--- src/hdl/crs_pkg.sv ---
// ----------------------------------------------------------------------------
// crs_pkg
// Types and codes shared by the collision recovery sequencer.
// ----------------------------------------------------------------------------
package crs_pkg;

  // Recovery phases, one-hot
  typedef enum logic [7:0] {
    PH_IDLE = 8'b0000_0001,
    PH_HOLD = 8'b0000_0010,
    PH_STOP = 8'b0000_0100,
    PH_WREV = 8'b0000_1000,
    PH_REV  = 8'b0001_0000,
    PH_RBRK = 8'b0010_0000,
    PH_WDRV = 8'b0100_0000,
    PH_COOL = 8'b1000_0000
  } phase_e;

  localparam int unsigned PhaseCodeW = 3;
  typedef logic [PhaseCodeW-1:0] phase_code_t;

  // Command kinds
  localparam logic [1:0] CMD_NONE    = 2'd0;
  localparam logic [1:0] CMD_BRAKE   = 2'd1;
  localparam logic [1:0] CMD_REVERSE = 2'd2;

  // Gear requests
  localparam logic [1:0] GEAR_KEEP    = 2'd0;
  localparam logic [1:0] GEAR_DRIVE   = 2'd1;
  localparam logic [1:0] GEAR_REVERSE = 2'd2;

  // Reason codes
  typedef logic [4:0] reason_t;
  localparam reason_t RSN_NONE          = 5'd0;
  localparam reason_t RSN_NONSTATIC     = 5'd1;
  localparam reason_t RSN_STATIC_STOP   = 5'd2;
  localparam reason_t RSN_NONSTATIC_REM = 5'd3;
  localparam reason_t RSN_TO_NONSTATIC  = 5'd4;
  localparam reason_t RSN_STOP_PRE_REV  = 5'd5;
  localparam reason_t RSN_REAR_BLOCKED  = 5'd6;
  localparam reason_t RSN_REQ_REV       = 5'd7;
  localparam reason_t RSN_REV_CANCEL    = 5'd8;
  localparam reason_t RSN_WAIT_REV      = 5'd9;
  localparam reason_t RSN_REV_DONE      = 5'd10;
  localparam reason_t RSN_BRAKE_POST    = 5'd11;
  localparam reason_t RSN_WAIT_CLEAR    = 5'd12;
  localparam reason_t RSN_STOP_PRE_DRV  = 5'd13;
  localparam reason_t RSN_REQ_DRV       = 5'd14;
  localparam reason_t RSN_DRV_RESTORED  = 5'd15;
  localparam reason_t RSN_COOLDOWN      = 5'd16;

  // Register map (word index)
  localparam logic [2:0] REG_NEAR_STOP  = 3'd0;
  localparam logic [2:0] REG_REV_TIME   = 3'd1;
  localparam logic [2:0] REG_RBRK_TIME  = 3'd2;
  localparam logic [2:0] REG_COOL_TIME  = 3'd3;
  localparam logic [2:0] REG_REV_THR    = 3'd4;
  localparam logic [2:0] REG_DRV_GEAR   = 3'd5;
  localparam logic [2:0] REG_REV_GEAR   = 3'd6;

  localparam logic [9:0] ThrottleMax = 10'd1000;

  function automatic phase_code_t phase_code(input phase_e ph);
    phase_code_t c;
    c = '0;
    case (ph)
      PH_IDLE: c = 3'd0;
      PH_HOLD: c = 3'd1;
      PH_STOP: c = 3'd2;
      PH_WREV: c = 3'd3;
      PH_REV:  c = 3'd4;
      PH_RBRK: c = 3'd5;
      PH_WDRV: c = 3'd6;
      PH_COOL: c = 3'd7;
      default: c = 3'd0;
    endcase
    return c;
  endfunction

endpackage

--- src/hdl/collision_recovery_sequencer.sv ---
// ----------------------------------------------------------------------------
// collision_recovery_sequencer
// Eight-phase brake / reverse / drive recovery after a reported collision.
// ----------------------------------------------------------------------------
// Usage:
//   Input channel (in_valid_i / in_ready_o) carries one tick per beat: an
//   evaluation tick (action 0) or a halt (action 1). Output channel
//   (out_valid_o / out_ready_i) carries one result beat per evaluation tick;
//   a halt moves the phase and produces no beat.
//   An accepted tick lands in an input register and is evaluated there; its
//   result is registered in the output register that drives out_valid_o.
//   Throughput is one beat per cycle while the receiver does not stall; the
//   limit is the single evaluation stage, which owns the phase, timer and
//   counter.
//   When the receiver stalls, the result stays in the output register, one
//   more tick waits in the input register and then in_ready_o drops. A halt
//   retires from the input register even while the output is stalled, since
//   it produces no beat.
//   Reset puts the block in idle with timer start and recovery count zero and
//   loads the register defaults. Registers are written over the APB port at
//   byte address 4*index and read back there.
// ----------------------------------------------------------------------------
module collision_recovery_sequencer (
  input  logic               clk_i,
  input  logic               rst_ni,
  // input channel
  input  logic               in_valid_i,
  output logic               in_ready_o,
  input  logic               action_i,
  input  logic [31:0]        now_ms_i,
  input  logic               collision_present_i,
  input  logic               collision_all_static_i,
  input  logic signed [15:0] speed_i,
  input  logic [7:0]         gear_report_i,
  input  logic               rear_clear_i,
  // output channel
  output logic               out_valid_o,
  input  logic               out_ready_i,
  output logic               running_o,
  output logic [1:0]         command_kind_o,
  output logic [9:0]         throttle_o,
  output logic [1:0]         gear_request_o,
  output logic [4:0]         reason_code_o,
  output logic [2:0]         phase_now_o,
  output logic [15:0]        recovery_total_o,
  // configuration
  input  logic               psel,
  input  logic               penable,
  input  logic               pwrite,
  input  logic [4:0]         paddr,
  input  logic [31:0]        pwdata,
  output logic [31:0]        prdata,
  output logic               pready
);

  // --------------------------------------------------------------------------
  // Configuration registers
  // --------------------------------------------------------------------------
  logic [14:0] near_stop_q;
  logic [15:0] rev_time_q, rbrk_time_q, cool_time_q;
  logic [9:0]  rev_thr_q;
  logic [7:0]  drv_gear_q, rev_gear_q;
  logic        cfg_wr;
  logic [2:0]  cfg_idx;

  assign pready  = 1'b1;
  assign cfg_idx = paddr[4:2];
  assign cfg_wr  = psel & penable & pwrite & pready;

  always_ff @(posedge clk_i or negedge rst_ni) begin
    if (!rst_ni) begin
      near_stop_q <= 15'd100;
      rev_time_q  <= 16'd1000;
      rbrk_time_q <= 16'd500;
      cool_time_q <= 16'd2000;
      rev_thr_q   <= 10'd200;
      drv_gear_q  <= 8'd1;
      rev_gear_q  <= 8'd2;
    end else if (cfg_wr) begin
      case (cfg_idx)
        crs_pkg::REG_NEAR_STOP: near_stop_q <= pwdata[14:0];
        crs_pkg::REG_REV_TIME:  rev_time_q  <= pwdata[15:0];
        crs_pkg::REG_RBRK_TIME: rbrk_time_q <= pwdata[15:0];
        crs_pkg::REG_COOL_TIME: cool_time_q <= pwdata[15:0];
        crs_pkg::REG_REV_THR:   rev_thr_q   <= pwdata[9:0];
        crs_pkg::REG_DRV_GEAR:  drv_gear_q  <= pwdata[7:0];
        crs_pkg::REG_REV_GEAR:  rev_gear_q  <= pwdata[7:0];
        default: ;
      endcase
    end
  end

  always_comb begin
    case (cfg_idx)
      crs_pkg::REG_NEAR_STOP: prdata = {17'd0, near_stop_q};
      crs_pkg::REG_REV_TIME:  prdata = {16'd0, rev_time_q};
      crs_pkg::REG_RBRK_TIME: prdata = {16'd0, rbrk_time_q};
      crs_pkg::REG_COOL_TIME: prdata = {16'd0, cool_time_q};
      crs_pkg::REG_REV_THR:   prdata = {22'd0, rev_thr_q};
      crs_pkg::REG_DRV_GEAR:  prdata = {24'd0, drv_gear_q};
      crs_pkg::REG_REV_GEAR:  prdata = {24'd0, rev_gear_q};
      default:                prdata = '0;
    endcase
  end

  // --------------------------------------------------------------------------
  // Input register
  // --------------------------------------------------------------------------
  logic               iv_q;
  logic               act_q, pres_q, stat_q, rear_q;
  logic [31:0]        now_q;
  logic signed [15:0] spd_q;
  logic [7:0]         gear_q;
  logic               out_room, step;

  assign out_room   = !out_valid_o || out_ready_i;
  // halts retire without a result beat
  assign step       = iv_q && (act_q || out_room);
  assign in_ready_o = !iv_q || step;

  always_ff @(posedge clk_i or negedge rst_ni) begin
    if (!rst_ni) begin
      iv_q <= 1'b0;
    end else if (in_ready_o) begin
      iv_q <= in_valid_i;
    end
  end

  always_ff @(posedge clk_i) begin
    if (in_valid_i && in_ready_o) begin
      act_q  <= action_i;
      now_q  <= now_ms_i;
      pres_q <= collision_present_i;
      stat_q <= collision_all_static_i;
      spd_q  <= speed_i;
      gear_q <= gear_report_i;
      rear_q <= rear_clear_i;
    end
  end

  // --------------------------------------------------------------------------
  // Evaluation stage
  // --------------------------------------------------------------------------
  crs_pkg::phase_e phase_q, phase_d;
  logic [31:0]     start_q, start_d;
  logic [15:0]     cnt_q, cnt_d;

  logic        is_static, nonstatic, moving, rev_ok, drv_ok;
  logic [16:0] spd_mag;
  logic [31:0] diff;
  logic        long_wait;
  logic        restarted;
  logic        done;
  logic        r_run;
  logic [1:0]  r_kind, r_gear;
  logic [4:0]  r_reason;
  logic [9:0]  thr_sat;

  assign is_static = pres_q & stat_q;
  assign nonstatic = pres_q & ~stat_q;
  assign spd_mag   = spd_q[15] ? (17'd0 - {spd_q[15], spd_q}) : {1'b0, spd_q};
  assign moving    = spd_mag > {2'b00, near_stop_q};
  assign rev_ok    = gear_q == rev_gear_q;
  assign drv_ok    = gear_q == drv_gear_q;
  assign diff      = now_q - start_q;
  assign long_wait = |diff[31:16];
  assign thr_sat   = (rev_thr_q > crs_pkg::ThrottleMax) ? crs_pkg::ThrottleMax : rev_thr_q;

  // A phase entered in this tick has zero elapsed time.
  function automatic logic timer_done(input logic rst, input logic lw,
                                      input logic [15:0] lo, input logic [15:0] dur);
    logic r;
    r = rst ? (dur == 16'd0) : (lw || (lo >= dur));
    return r;
  endfunction

  always_comb begin
    phase_d   = phase_q;
    start_d   = start_q;
    cnt_d     = cnt_q;
    restarted = 1'b0;
    done      = 1'b0;
    r_run     = 1'b1;
    r_kind    = crs_pkg::CMD_BRAKE;
    r_gear    = crs_pkg::GEAR_KEEP;
    r_reason  = crs_pkg::RSN_NONE;

    if (act_q) begin
      done = 1'b1;
      if (phase_q != crs_pkg::PH_IDLE && phase_q != crs_pkg::PH_COOL) begin
        phase_d = crs_pkg::PH_WDRV;
        start_d = now_q;
      end
    end

    if (!done && phase_d == crs_pkg::PH_IDLE) begin
      done = 1'b1;
      if (!pres_q) begin
        r_run  = 1'b0;
        r_kind = crs_pkg::CMD_NONE;
      end else if (!is_static) begin
        phase_d  = crs_pkg::PH_HOLD;
        start_d  = now_q;
        r_reason = crs_pkg::RSN_NONSTATIC;
      end else begin
        phase_d  = crs_pkg::PH_STOP;
        start_d  = now_q;
        cnt_d    = cnt_q + 16'd1;
        r_reason = crs_pkg::RSN_STATIC_STOP;
      end
    end

    if (!done && phase_d == crs_pkg::PH_HOLD) begin
      if (pres_q) begin
        done     = 1'b1;
        r_reason = crs_pkg::RSN_NONSTATIC_REM;
      end else begin
        phase_d   = crs_pkg::PH_WDRV;
        start_d   = now_q;
        restarted = 1'b1;
      end
    end

    if (!done && phase_d == crs_pkg::PH_STOP) begin
      done = 1'b1;
      if (nonstatic) begin
        phase_d  = crs_pkg::PH_HOLD;
        start_d  = now_q;
        r_reason = crs_pkg::RSN_TO_NONSTATIC;
      end else if (moving) begin
        r_reason = crs_pkg::RSN_STOP_PRE_REV;
      end else if (!rear_q) begin
        r_reason = crs_pkg::RSN_REAR_BLOCKED;
      end else begin
        phase_d  = crs_pkg::PH_WREV;
        start_d  = now_q;
        r_reason = crs_pkg::RSN_REQ_REV;
        r_gear   = crs_pkg::GEAR_REVERSE;
      end
    end

    if (!done && phase_d == crs_pkg::PH_WREV) begin
      if (nonstatic || !rear_q) begin
        done     = 1'b1;
        phase_d  = crs_pkg::PH_WDRV;
        start_d  = now_q;
        r_reason = crs_pkg::RSN_REV_CANCEL;
      end else if (!rev_ok) begin
        done     = 1'b1;
        r_reason = crs_pkg::RSN_WAIT_REV;
        r_gear   = crs_pkg::GEAR_REVERSE;
      end else begin
        phase_d   = crs_pkg::PH_REV;
        start_d   = now_q;
        restarted = 1'b1;
      end
    end

    if (!done && phase_d == crs_pkg::PH_REV) begin
      done = 1'b1;
      if (nonstatic || !rear_q || !rev_ok) begin
        phase_d  = crs_pkg::PH_WDRV;
        start_d  = now_q;
        r_reason = crs_pkg::RSN_REV_CANCEL;
      end else if (timer_done(restarted, long_wait, diff[15:0], rev_time_q)) begin
        phase_d  = crs_pkg::PH_RBRK;
        start_d  = now_q;
        r_reason = crs_pkg::RSN_REV_DONE;
        r_gear   = crs_pkg::GEAR_REVERSE;
      end else begin
        r_kind = crs_pkg::CMD_REVERSE;
        r_gear = crs_pkg::GEAR_REVERSE;
      end
    end

    if (!done && phase_d == crs_pkg::PH_RBRK) begin
      if (!moving && timer_done(restarted, long_wait, diff[15:0], rbrk_time_q)) begin
        phase_d   = crs_pkg::PH_WDRV;
        start_d   = now_q;
        restarted = 1'b1;
      end else begin
        done     = 1'b1;
        r_reason = crs_pkg::RSN_BRAKE_POST;
        r_gear   = crs_pkg::GEAR_REVERSE;
      end
    end

    if (!done && phase_d == crs_pkg::PH_WDRV) begin
      done = 1'b1;
      if (pres_q) begin
        r_reason = crs_pkg::RSN_WAIT_CLEAR;
      end else if (moving) begin
        r_reason = crs_pkg::RSN_STOP_PRE_DRV;
      end else if (!drv_ok) begin
        r_reason = crs_pkg::RSN_REQ_DRV;
        r_gear   = crs_pkg::GEAR_DRIVE;
      end else begin
        phase_d  = crs_pkg::PH_COOL;
        start_d  = now_q;
        r_reason = crs_pkg::RSN_DRV_RESTORED;
      end
    end

    if (!done && phase_d == crs_pkg::PH_COOL) begin
      if (pres_q) begin
        start_d  = now_q;
        r_reason = crs_pkg::RSN_WAIT_CLEAR;
      end else if (!timer_done(restarted, long_wait, diff[15:0], cool_time_q)) begin
        r_reason = crs_pkg::RSN_COOLDOWN;
      end else begin
        phase_d = crs_pkg::PH_IDLE;
        r_run   = 1'b0;
        r_kind  = crs_pkg::CMD_NONE;
      end
    end
  end

  always_ff @(posedge clk_i or negedge rst_ni) begin
    if (!rst_ni) begin
      phase_q <= crs_pkg::PH_IDLE;
      start_q <= '0;
      cnt_q   <= '0;
    end else if (step) begin
      phase_q <= phase_d;
      start_q <= start_d;
      cnt_q   <= cnt_d;
    end
  end

  // --------------------------------------------------------------------------
  // Result register
  // --------------------------------------------------------------------------
  logic emit;
  assign emit = step && !act_q;

  always_ff @(posedge clk_i or negedge rst_ni) begin
    if (!rst_ni) begin
      out_valid_o <= 1'b0;
    end else if (out_room) begin
      out_valid_o <= emit;
    end
  end

  always_ff @(posedge clk_i) begin
    if (emit) begin
      running_o        <= r_run;
      command_kind_o   <= r_kind;
      throttle_o       <= (r_kind == crs_pkg::CMD_REVERSE) ? thr_sat : 10'd0;
      gear_request_o   <= r_gear;
      reason_code_o    <= r_reason;
      phase_now_o      <= crs_pkg::phase_code(phase_d);
      recovery_total_o <= cnt_d;
    end
  end

endmodule
--- config.mk ---
export PLATFORM = sky130hd
export DESIGN_NAME = collision_recovery_sequencer
export DESIGN_NICKNAME = d
export VERILOG_FILES = /design/src/hdl/crs_pkg.sv /design/src/hdl/collision_recovery_sequencer.sv
export SDC_FILE = /design/constraint.sdc
export NUM_CORES = 1
export LEC_CHECK = 0
export BUFFER_PORTS_ARGS = -buffer_cell sky130_fd_sc_hd__buf_2
export CORE_UTILIZATION = 50
export CTS_CLUSTER_DIAMETER = 200
export CTS_CLUSTER_SIZE = 28
export DETAILED_ROUTE_END_ITERATION = 12
export GPL_TIMING_DRIVEN = 0
export PLACE_DENSITY = 0.73
export SLEW_MARGIN = 40
export SYNTH_ARGS = -nofsm -noshare
export SYNTH_HDL_FRONTEND = slang
export SYNTH_SLANG_ARGS = --single-unit
--- constraint.sdc ---
create_clock -name clk_i -period 4.8 [get_ports clk_i]
set_input_delay 1.44 -clock clk_i [delete_from_list [all_inputs] [get_ports clk_i]]
set_output_delay 1.44 -clock clk_i [all_outputs]
set_load 0.005 [all_outputs]
==> results.ini, run 1 <==
[logic_synthesis]
synth_seq_cells = 246
synthArstFlopShare = 0.5976
synth_edf_count = 99
synth_cells = 1485
yosys_most_used_dff = dfrtp_1
synth_area_leaders = dfrtp_1 (20%), edfxtp_1 (19%), ha_1 (7.8%)
postSynthAreaPerCell_sq_um = 10.37
synth_area_sq_mm = 0.01539
yosysSeqAreaShare = 0.4343
synth_top_area_cell = dfrtp_1
ys_types = 97
synth_top_area_share = 0.1951
ys_warn_count = 0

[detailed_routing]
drt_first_pass_iters = 5
via_count = 12260
drt_iter0_markers = 873
drc = 0
via_per_inst = 5.867
drtAntennaViolNets = 0
wl_mm = 40.14
wl_per_cell_um = 19.21

[place]
placed_cells = 2034
io_buffers = 140
gp_congestion = 0.9460
dp_hpwl_mm = 30.50
place_area_sq_mm = 0.01678

[clock_network]
clock_path_buffers = 3
cts_max_level = 1
cts_sinks = 246
tritoncts = yes
clk_latency_ns = 0.50
cts-root-buf = clkbuf_16
cts_made_buffers = 12
clk_pin_slew_ns = 0.12
hold_buffers = 0

[global_routing]
overflow = 0
grtUsageTotal = 0.2535
grt_pass1_vias = 11950
grt_start_max_net_pins = 67
grt_pass1_wl_mm = 62.90
antenna_found_initial = 1

[pwr]
switchingPower_uw = 2329
cellPowerDensity_mw_per_mm2 = 361.6
intPower_uw = 4134
pwr-share-clk = 0.185
switching_share = 0.3603
p_leak_uw = 0.007762
comb_power_share = 0.390
ir_drop_mv = 0.4055
p_total_uw = 6463
p_seq_frac = 0.425

[die]
core_sq_mm = 0.02995
rows = 63
die_w_um = 177.5
start_util = 0.5139
die_h_um = 177.5
die_area_sq_mm = 0.03149
io_pins = 178

[timing]
tns_ns = -32.18
finalWorstSetupSlack_ns = -0.7127
rsz0062_at_grt = yes
max_slew_margin = 0.3976
finalCriticalPeriod_ns = 5.513
setup_viol = 58
max_freq_mhz = 181.4
skew_ns = 0.01931
hold_viol = 0
hold_ws_ns = 0.5013
slew_violations = 0
worst_slew_pin_slew_ns = 0.8953
timing.final.crit_share = 1.148

[status]
violations = negative setup slack
outcome = complete, but fails checks

[finish]
fin_nets = 1894
layout.cells.non_filler = 2089
final_area_sq_mm = 0.01787
drive_gt1_frac = 0.2572
num_antenna_cells = 0
syn_to_final_growth_pct = 16.13
fill_cells = 2555

[critical_path]
worstSetupPathType = reg -> reg
critical_path_required_ns = 5.18
cp_max_fo = 10
startpoint_type = register
critPathArrivalTime_ns = 5.89
endpoint_kind = register

[worst_hold_path]
hp-class = reg -> reg

[flow_run]
cap_violations = 0

## timing repair
action	CTS	global route
buffers inserted	23	13
resized for setup	38	54
endpoints found under the setup margin	73	67
pin swaps	12	18
gates cloned	1	0
## through the flow
stage                       util  setup WS, ns
final                     0.5967       -0.7127
after global routing      0.5967       -0.8490
after CTS                 0.5841       -0.6310
after detailed placement  0.5604        -1.155
after global placement    0.5565        -1.111
after floorplan                -       -0.1479
## cells by family (layout without fill, tap and decap cells)
family                   after synthesis  count (layout)  share of synthesized area
XOR/XNOR                              77              77                    0.04381
AO/OA/AOI/OAI                        322             322                     0.1431
multiplexers                         118             118                    0.09982
AND/OR/NAND/NOR                      447             447                     0.1502
flip-flops                           246             246                     0.4343
adder cells (fa/ha/maj)               97              97                    0.07934
other                                  2              17                  0.0004879
buffers and inverters                176             375                    0.04893
## cells in the final DEF, fill, tap and decap left out, types with 6 or more instances in the layout
cell type / instances
nor2_1: 73
mux2i_1: 14
nor2b_1: 17
nand3_1: 27
buf_2: 142
buf_4: 47
o211ai_1: 13
xor2_1: 30
a31oi_1: 8
mux2_4: 31
o21a_1: 12
a21oi_2: 8
nand4_1: 27
or2_2: 6
dfstp_2: 27
xnor2_1: 46
edfxtp_1: 99
nor4_1: 21
nor3_1: 31
conb_1: 17
buf_6: 8
o31ai_1: 8
a21o_1: 33
a21oi_1: 54
o21ai_1: 9
or4_1: 7
ha_1: 94
clkbuf_1: 43
o21ai_0: 82
and3_1: 16
nand2b_1: 23
and2_1: 16
dfrtp_1: 120
nand2_1: 127
or3_1: 9
a211oi_1: 11
mux2_2: 62
inv_1: 107
clkbuf_16: 13
mux4_2: 10
## cell usage after synthesis (all sizes together) (17+ instances only)
cell type,count
nand2,130
dfrtp,120
inv,107
edfxtp,99
ha,96
mux2,94
o21ai,94
nor2,76
a21oi,64
xnor2,46
clkbuf,41
nor3,39
a21o,34
xor2,31
nand3,29
buf,28
dfstp,27
nand4,27
nor4,25
nand2b,23
nor2b,18
and2,17
## critical path, cell delays in order (launching register included)
cell	delay, ns
edfxtp_1	0.46
nor4_4	0.33
nand2_1	0.11
nor2_1	0.14
nand2_2	0.11
o41ai_4	0.23
xnor2_1	0.11
ha_1	0.30
nand4_1	0.14
or4_1	0.52
o211ai_1	0.17
a21oi_4	0.09
o21a_4	0.22
o32a_1	0.36
or4_4	0.46
a311oi_4	0.38
buf_6	0.17
nor3_4	0.05
or2_1	0.24
a22o_4	0.30
buf_12	0.17
mux2_4	0.30
## per-layer routing
metal	vias up	share of wire	global-route usage
li1	5802	-	-
met1	5977	0.45	0.3499
met2	407	0.47	0.4217
met3	69	0.058	0.03213
met4	2	0.023	0.06268
met5	-	0.00020	0
## power by group through the flow
stage	Combinational [uW]	Clock [uW]	Sequential, uW
after floorplan	1700	0	2680
after global placement	2210	0	2770
after detailed placement	2300	0	2780
after global routing	2800	1280	2770
final	2520	1200	2750
after CTS	2390	1220	2740
## flip-flops by register name, indices dropped and copies added (netlist names), 2 cells and up
name,flops
near_stop_q,15
rbrk_time_q,16
phase_q,8
command_kind_o,2
recovery_total_o,16
rev_time_q,16
phase_now_o,3
gear_request_o,2
spd_q,16
throttle_o,10
start_q,32
drv_gear_q,8
rev_thr_q,10
gear_q,8
cool_time_q,16
cnt_q,16
now_q,32
reason_code_o,5
rev_gear_q,8
## worst paths after layout
check                      startpoint      endpoint  slack [ns]  cells past startpoint
setup / recovery             spd_q[3]   start_q[15]       -0.71                     21
hold / removal              cnt_q[15]     cnt_q[15]        0.50                      1
setup reg to reg             spd_q[3]   start_q[15]       -0.71                     21
hold reg to reg             cnt_q[15]     cnt_q[15]        0.50                      1
max in group asynchronous      rst_ni  rev_thr_q[6]        3.32                      2
min in group asynchronous      rst_ni   start_q[23]        0.79                      1
## area by class of cell
cell class / count / area [sq um] / area share
well taps: 390 / 488.0 / 0.02730
clock inverters: 1 / 8.758 / 0.0004900
multi-input cells: 1078 / 8461 / 0.4733
inverters: 107 / 401.6 / 0.02247
flip-flops and latches: 246 / 6685 / 0.3740
repair buffers: 181 / 1105 / 0.06181
plain buffers: 67 / 377.9 / 0.02114
clock buffers: 19 / 347.8 / 0.01946
No activity file was read; power rests on OpenSTA's default activity.
==> run 2: changes to the inputs <==
--- a/config.mk
+++ b/config.mk
@@ -12,6 +12,7 @@
 export DETAILED_ROUTE_END_ITERATION = 12
 export GPL_TIMING_DRIVEN = 0
 export PLACE_DENSITY = 0.73
+export SKIP_CTS_REPAIR_TIMING = 1
 export SLEW_MARGIN = 40
 export SYNTH_ARGS = -nofsm -noshare
 export SYNTH_HDL_FRONTEND = slang
==> run 2 against run 1 <==
The run still ends with negative setup slack left. Maximum frequency down 3.6%. Clock power about the same. Critical path depth up 1. Count of clock-buffer cells in the layout unchanged. Setup slack worse by 0.21 ns. Critical path type unchanged. First-iteration DRC count up 7.4%. Clock skew up 0.0023 ns. Wire length down 0.52%. Sequential power about the same. Design area down 1.1%. Worst hold slack worse by 0.0021 ns.
==> results.ini, run 2 (same netlist as run 1, synthesis figures left out) <==
[detailed_routing]
drtAntennaViolNets = 0  ; unchanged
drc = 0  ; unchanged
drt_iter0_markers = 938  ; was 873
wl_mm = 39.93  ; was 40.14 mm
drt_first_pass_iters = 5  ; unchanged
via_count = 12160  ; was 12260
wl_per_cell_um = 19.22  ; was 19.21 um
via_per_inst = 5.853  ; was 5.867

[critical_path]
cp_slowest_cell = or4_1  ; unchanged
slowest_delay_ns = 0.53  ; was 0.52 ns
critPathArrivalTime_ns = 6.10  ; was 5.89 ns
startpoint_type = register  ; unchanged
endpoint_kind = register  ; unchanged
worst-path-buf-inv = 2  ; unchanged
crit_family = simple AND/OR/NAND/NOR gates  ; unchanged
critical_path.cell_chain = nor4_4 > nand2_1 > nor2_1 > nand2_2 > o41ai_4 > xnor2_1 > ha_1 > nand4_1 > or4_1 > o211ai_1 > a21oi_4 > o21a_4 > o32a_1 > or4_4 > a311oi_4 > buf_6 > a211oi_2 > and3_1 > o21ai_2 > a22o_4 > clkbuf_16 > mux2_4  ; was nor4_4 > nand2_1 > nor2_1 > nand2_2 > o41ai_4 > xnor2_1 > ha_1 > nand4_1 > or4_1 > o211ai_1 > a21oi_4 > o21a_4 > o32a_1 > or4_4 > a311oi_4 > buf_6 > nor3_4 > or2_1 > a22o_4 > buf_12 > mux2_4
cp_max_fo = 7  ; was 10
worstSetupPathType = reg -> reg  ; unchanged
critical_path_required_ns = 5.18  ; about the same

[pwr]
p_leak_uw = 0.007705  ; was 0.007762 uW
cellPowerDensity_mw_per_mm2 = 360.9  ; was 361.6 mW/mm^2
p_total_uw = 6381  ; was 6463 uW
ir_drop_mv = 0.4223  ; was 0.4055 mV

[place]
io_buffers = 140  ; unchanged
gp_congestion = 0.9460  ; unchanged
dp_hpwl_mm = 30.50  ; unchanged

[finish]
final_util = 0.5904  ; was 0.5967
multi_input_area_sq_mm = 0.008341  ; was 0.008461 sq mm
num_antenna_cells = 0  ; unchanged
mostFrequentLayoutCell = buf_2  ; unchanged
largest_registers = now_q (32), start_q (32)  ; unchanged
mostFrequentLayoutCells = buf_2 (143), nand2_1 (127), dfrtp_1 (120), inv_1 (107), edfxtp_1 (99)  ; was buf_2 (142), nand2_1 (127), dfrtp_1 (120), inv_1 (107), edfxtp_1 (99)
syn_to_final_growth_pct = 14.88  ; was 16.13%
fin_nets = 1882  ; was 1894
fill_cells = 2597  ; was 2555
seqCellArea_sq_mm = 0.006685  ; unchanged
drive_gt1_frac = 0.2442  ; was 0.2572

[die]
die_area_sq_mm = 0.03149  ; unchanged
rows = 63  ; unchanged
core_sq_mm = 0.02995  ; unchanged
start_util = 0.5139  ; unchanged
io_pins = 178  ; unchanged
die_h_um = 177.5  ; unchanged
die_w_um = 177.5  ; unchanged

[timing]
setup_viol = 58  ; unchanged
slew_violations = 0  ; unchanged
skew_ns = 0.02158  ; was 0.01931 ns
finalWorstSetupSlack_ns = -0.9213  ; was -0.7127 ns
timing.final.crit_share = 1.192  ; was 1.148
max_slew_margin = 0.4111  ; was 0.3976
hold_viol = 0  ; unchanged
max_freq_mhz = 174.8  ; was 181.4 MHz
finalCriticalPeriod_ns = 5.721  ; was 5.513 ns
worst_slew_pin_slew_ns = 0.8752  ; was 0.8953 ns
rsz0062_at_grt = yes  ; unchanged
hold_ws_ns = 0.4991  ; was 0.5013 ns

[global_routing]
overflow = 0  ; unchanged
grtUsageTotal = 0.2501  ; was 0.2535
grt_pass1_wl_mm = 61.97  ; was 62.90 mm
grt_pass1_vias = 11740  ; was 11950
antenna_found_initial = 1  ; unchanged
grt_start_max_net_pins = 67  ; unchanged

[clock_network]
clk_pin_slew_ns = 0.11  ; was 0.12 ns
cts-root-buf = clkbuf_16  ; unchanged
cts_sinks = 246  ; unchanged
clk_latency_ns = 0.51  ; was 0.50 ns
cts_max_level = 1  ; unchanged
tritoncts = yes  ; unchanged
cts_made_buffers = 12  ; unchanged
clock_path_buffers = 3  ; unchanged

[status]
outcome = complete, but fails checks  ; unchanged
violations = negative setup slack  ; unchanged

[flow_run]
cap_violations = 0  ; unchanged

[worst_hold_path]
hp-class = reg -> reg  ; unchanged

[run 2: path summary, 6_finish.rpt]
kind	start	endpoint	slack (ns)	depth (start not counted)
max reg2reg	spd_q[4]	start_q[19]	-0.92	22
min	now_q[0]	start_q[0]	0.50	1
max in group asynchronous	rst_ni	rev_gear_q[1]	3.32	2
min in group asynchronous	rst_ni	start_q[23]	0.79	1
min reg2reg	now_q[0]	start_q[0]	0.50	1
max	spd_q[4]	start_q[19]	-0.92	22
[run 2: metrics by stage]
| stage | instance area (sq um) | setup TNS (ns) | instances | setup WS [ns] |
|---|---|---|---|---|
| after floorplan | 15480 | -4.453 | 1500 | -0.1479 |
| after global placement | 16670 | -53.04 | 2030 | -1.111 |
| after detailed placement | 16780 | -58.17 | 2034 | -1.155 |
| after CTS | 17140 | -59.58 | 2054 | -1.195 |
| after global routing | 17680 | -49.71 | 2077 | -1.058 |
| final | 17680 | -41.68 | 2077 | -0.9213 |
[run 2: layout make-up]
class | instances | share of cell area
Clock inverter | 1 | 0.0004953
Clock buffer | 19 | 0.01967
Tap cell | 390 | 0.02760
Sequential cell | 246 | 0.3781
Timing Repair Buffer | 167 | 0.05745
Multi-Input combinational cell | 1078 | 0.4717
Inverter | 107 | 0.02271
Buffer | 69 | 0.02236
[run 2: layer usage]
metal / up-vias / global-route usage / wire, um
met2: 414 / 0.4150 / 18970
met5: - / 0 / 8
met4: 2 / 0.05556 / 828
met3: 61 / 0.03620 / 2483
met1: 5903 / 0.3457 / 17640
li1: 5777 / - / -
[run 2: power breakdown]
group,switching [uW],internal [uW],leakage [uW]
clock,683,512,0.000171
combinational,1360,1080,0.00479
sequential,248,2500,0.00274
total,2300,4090,0.00771
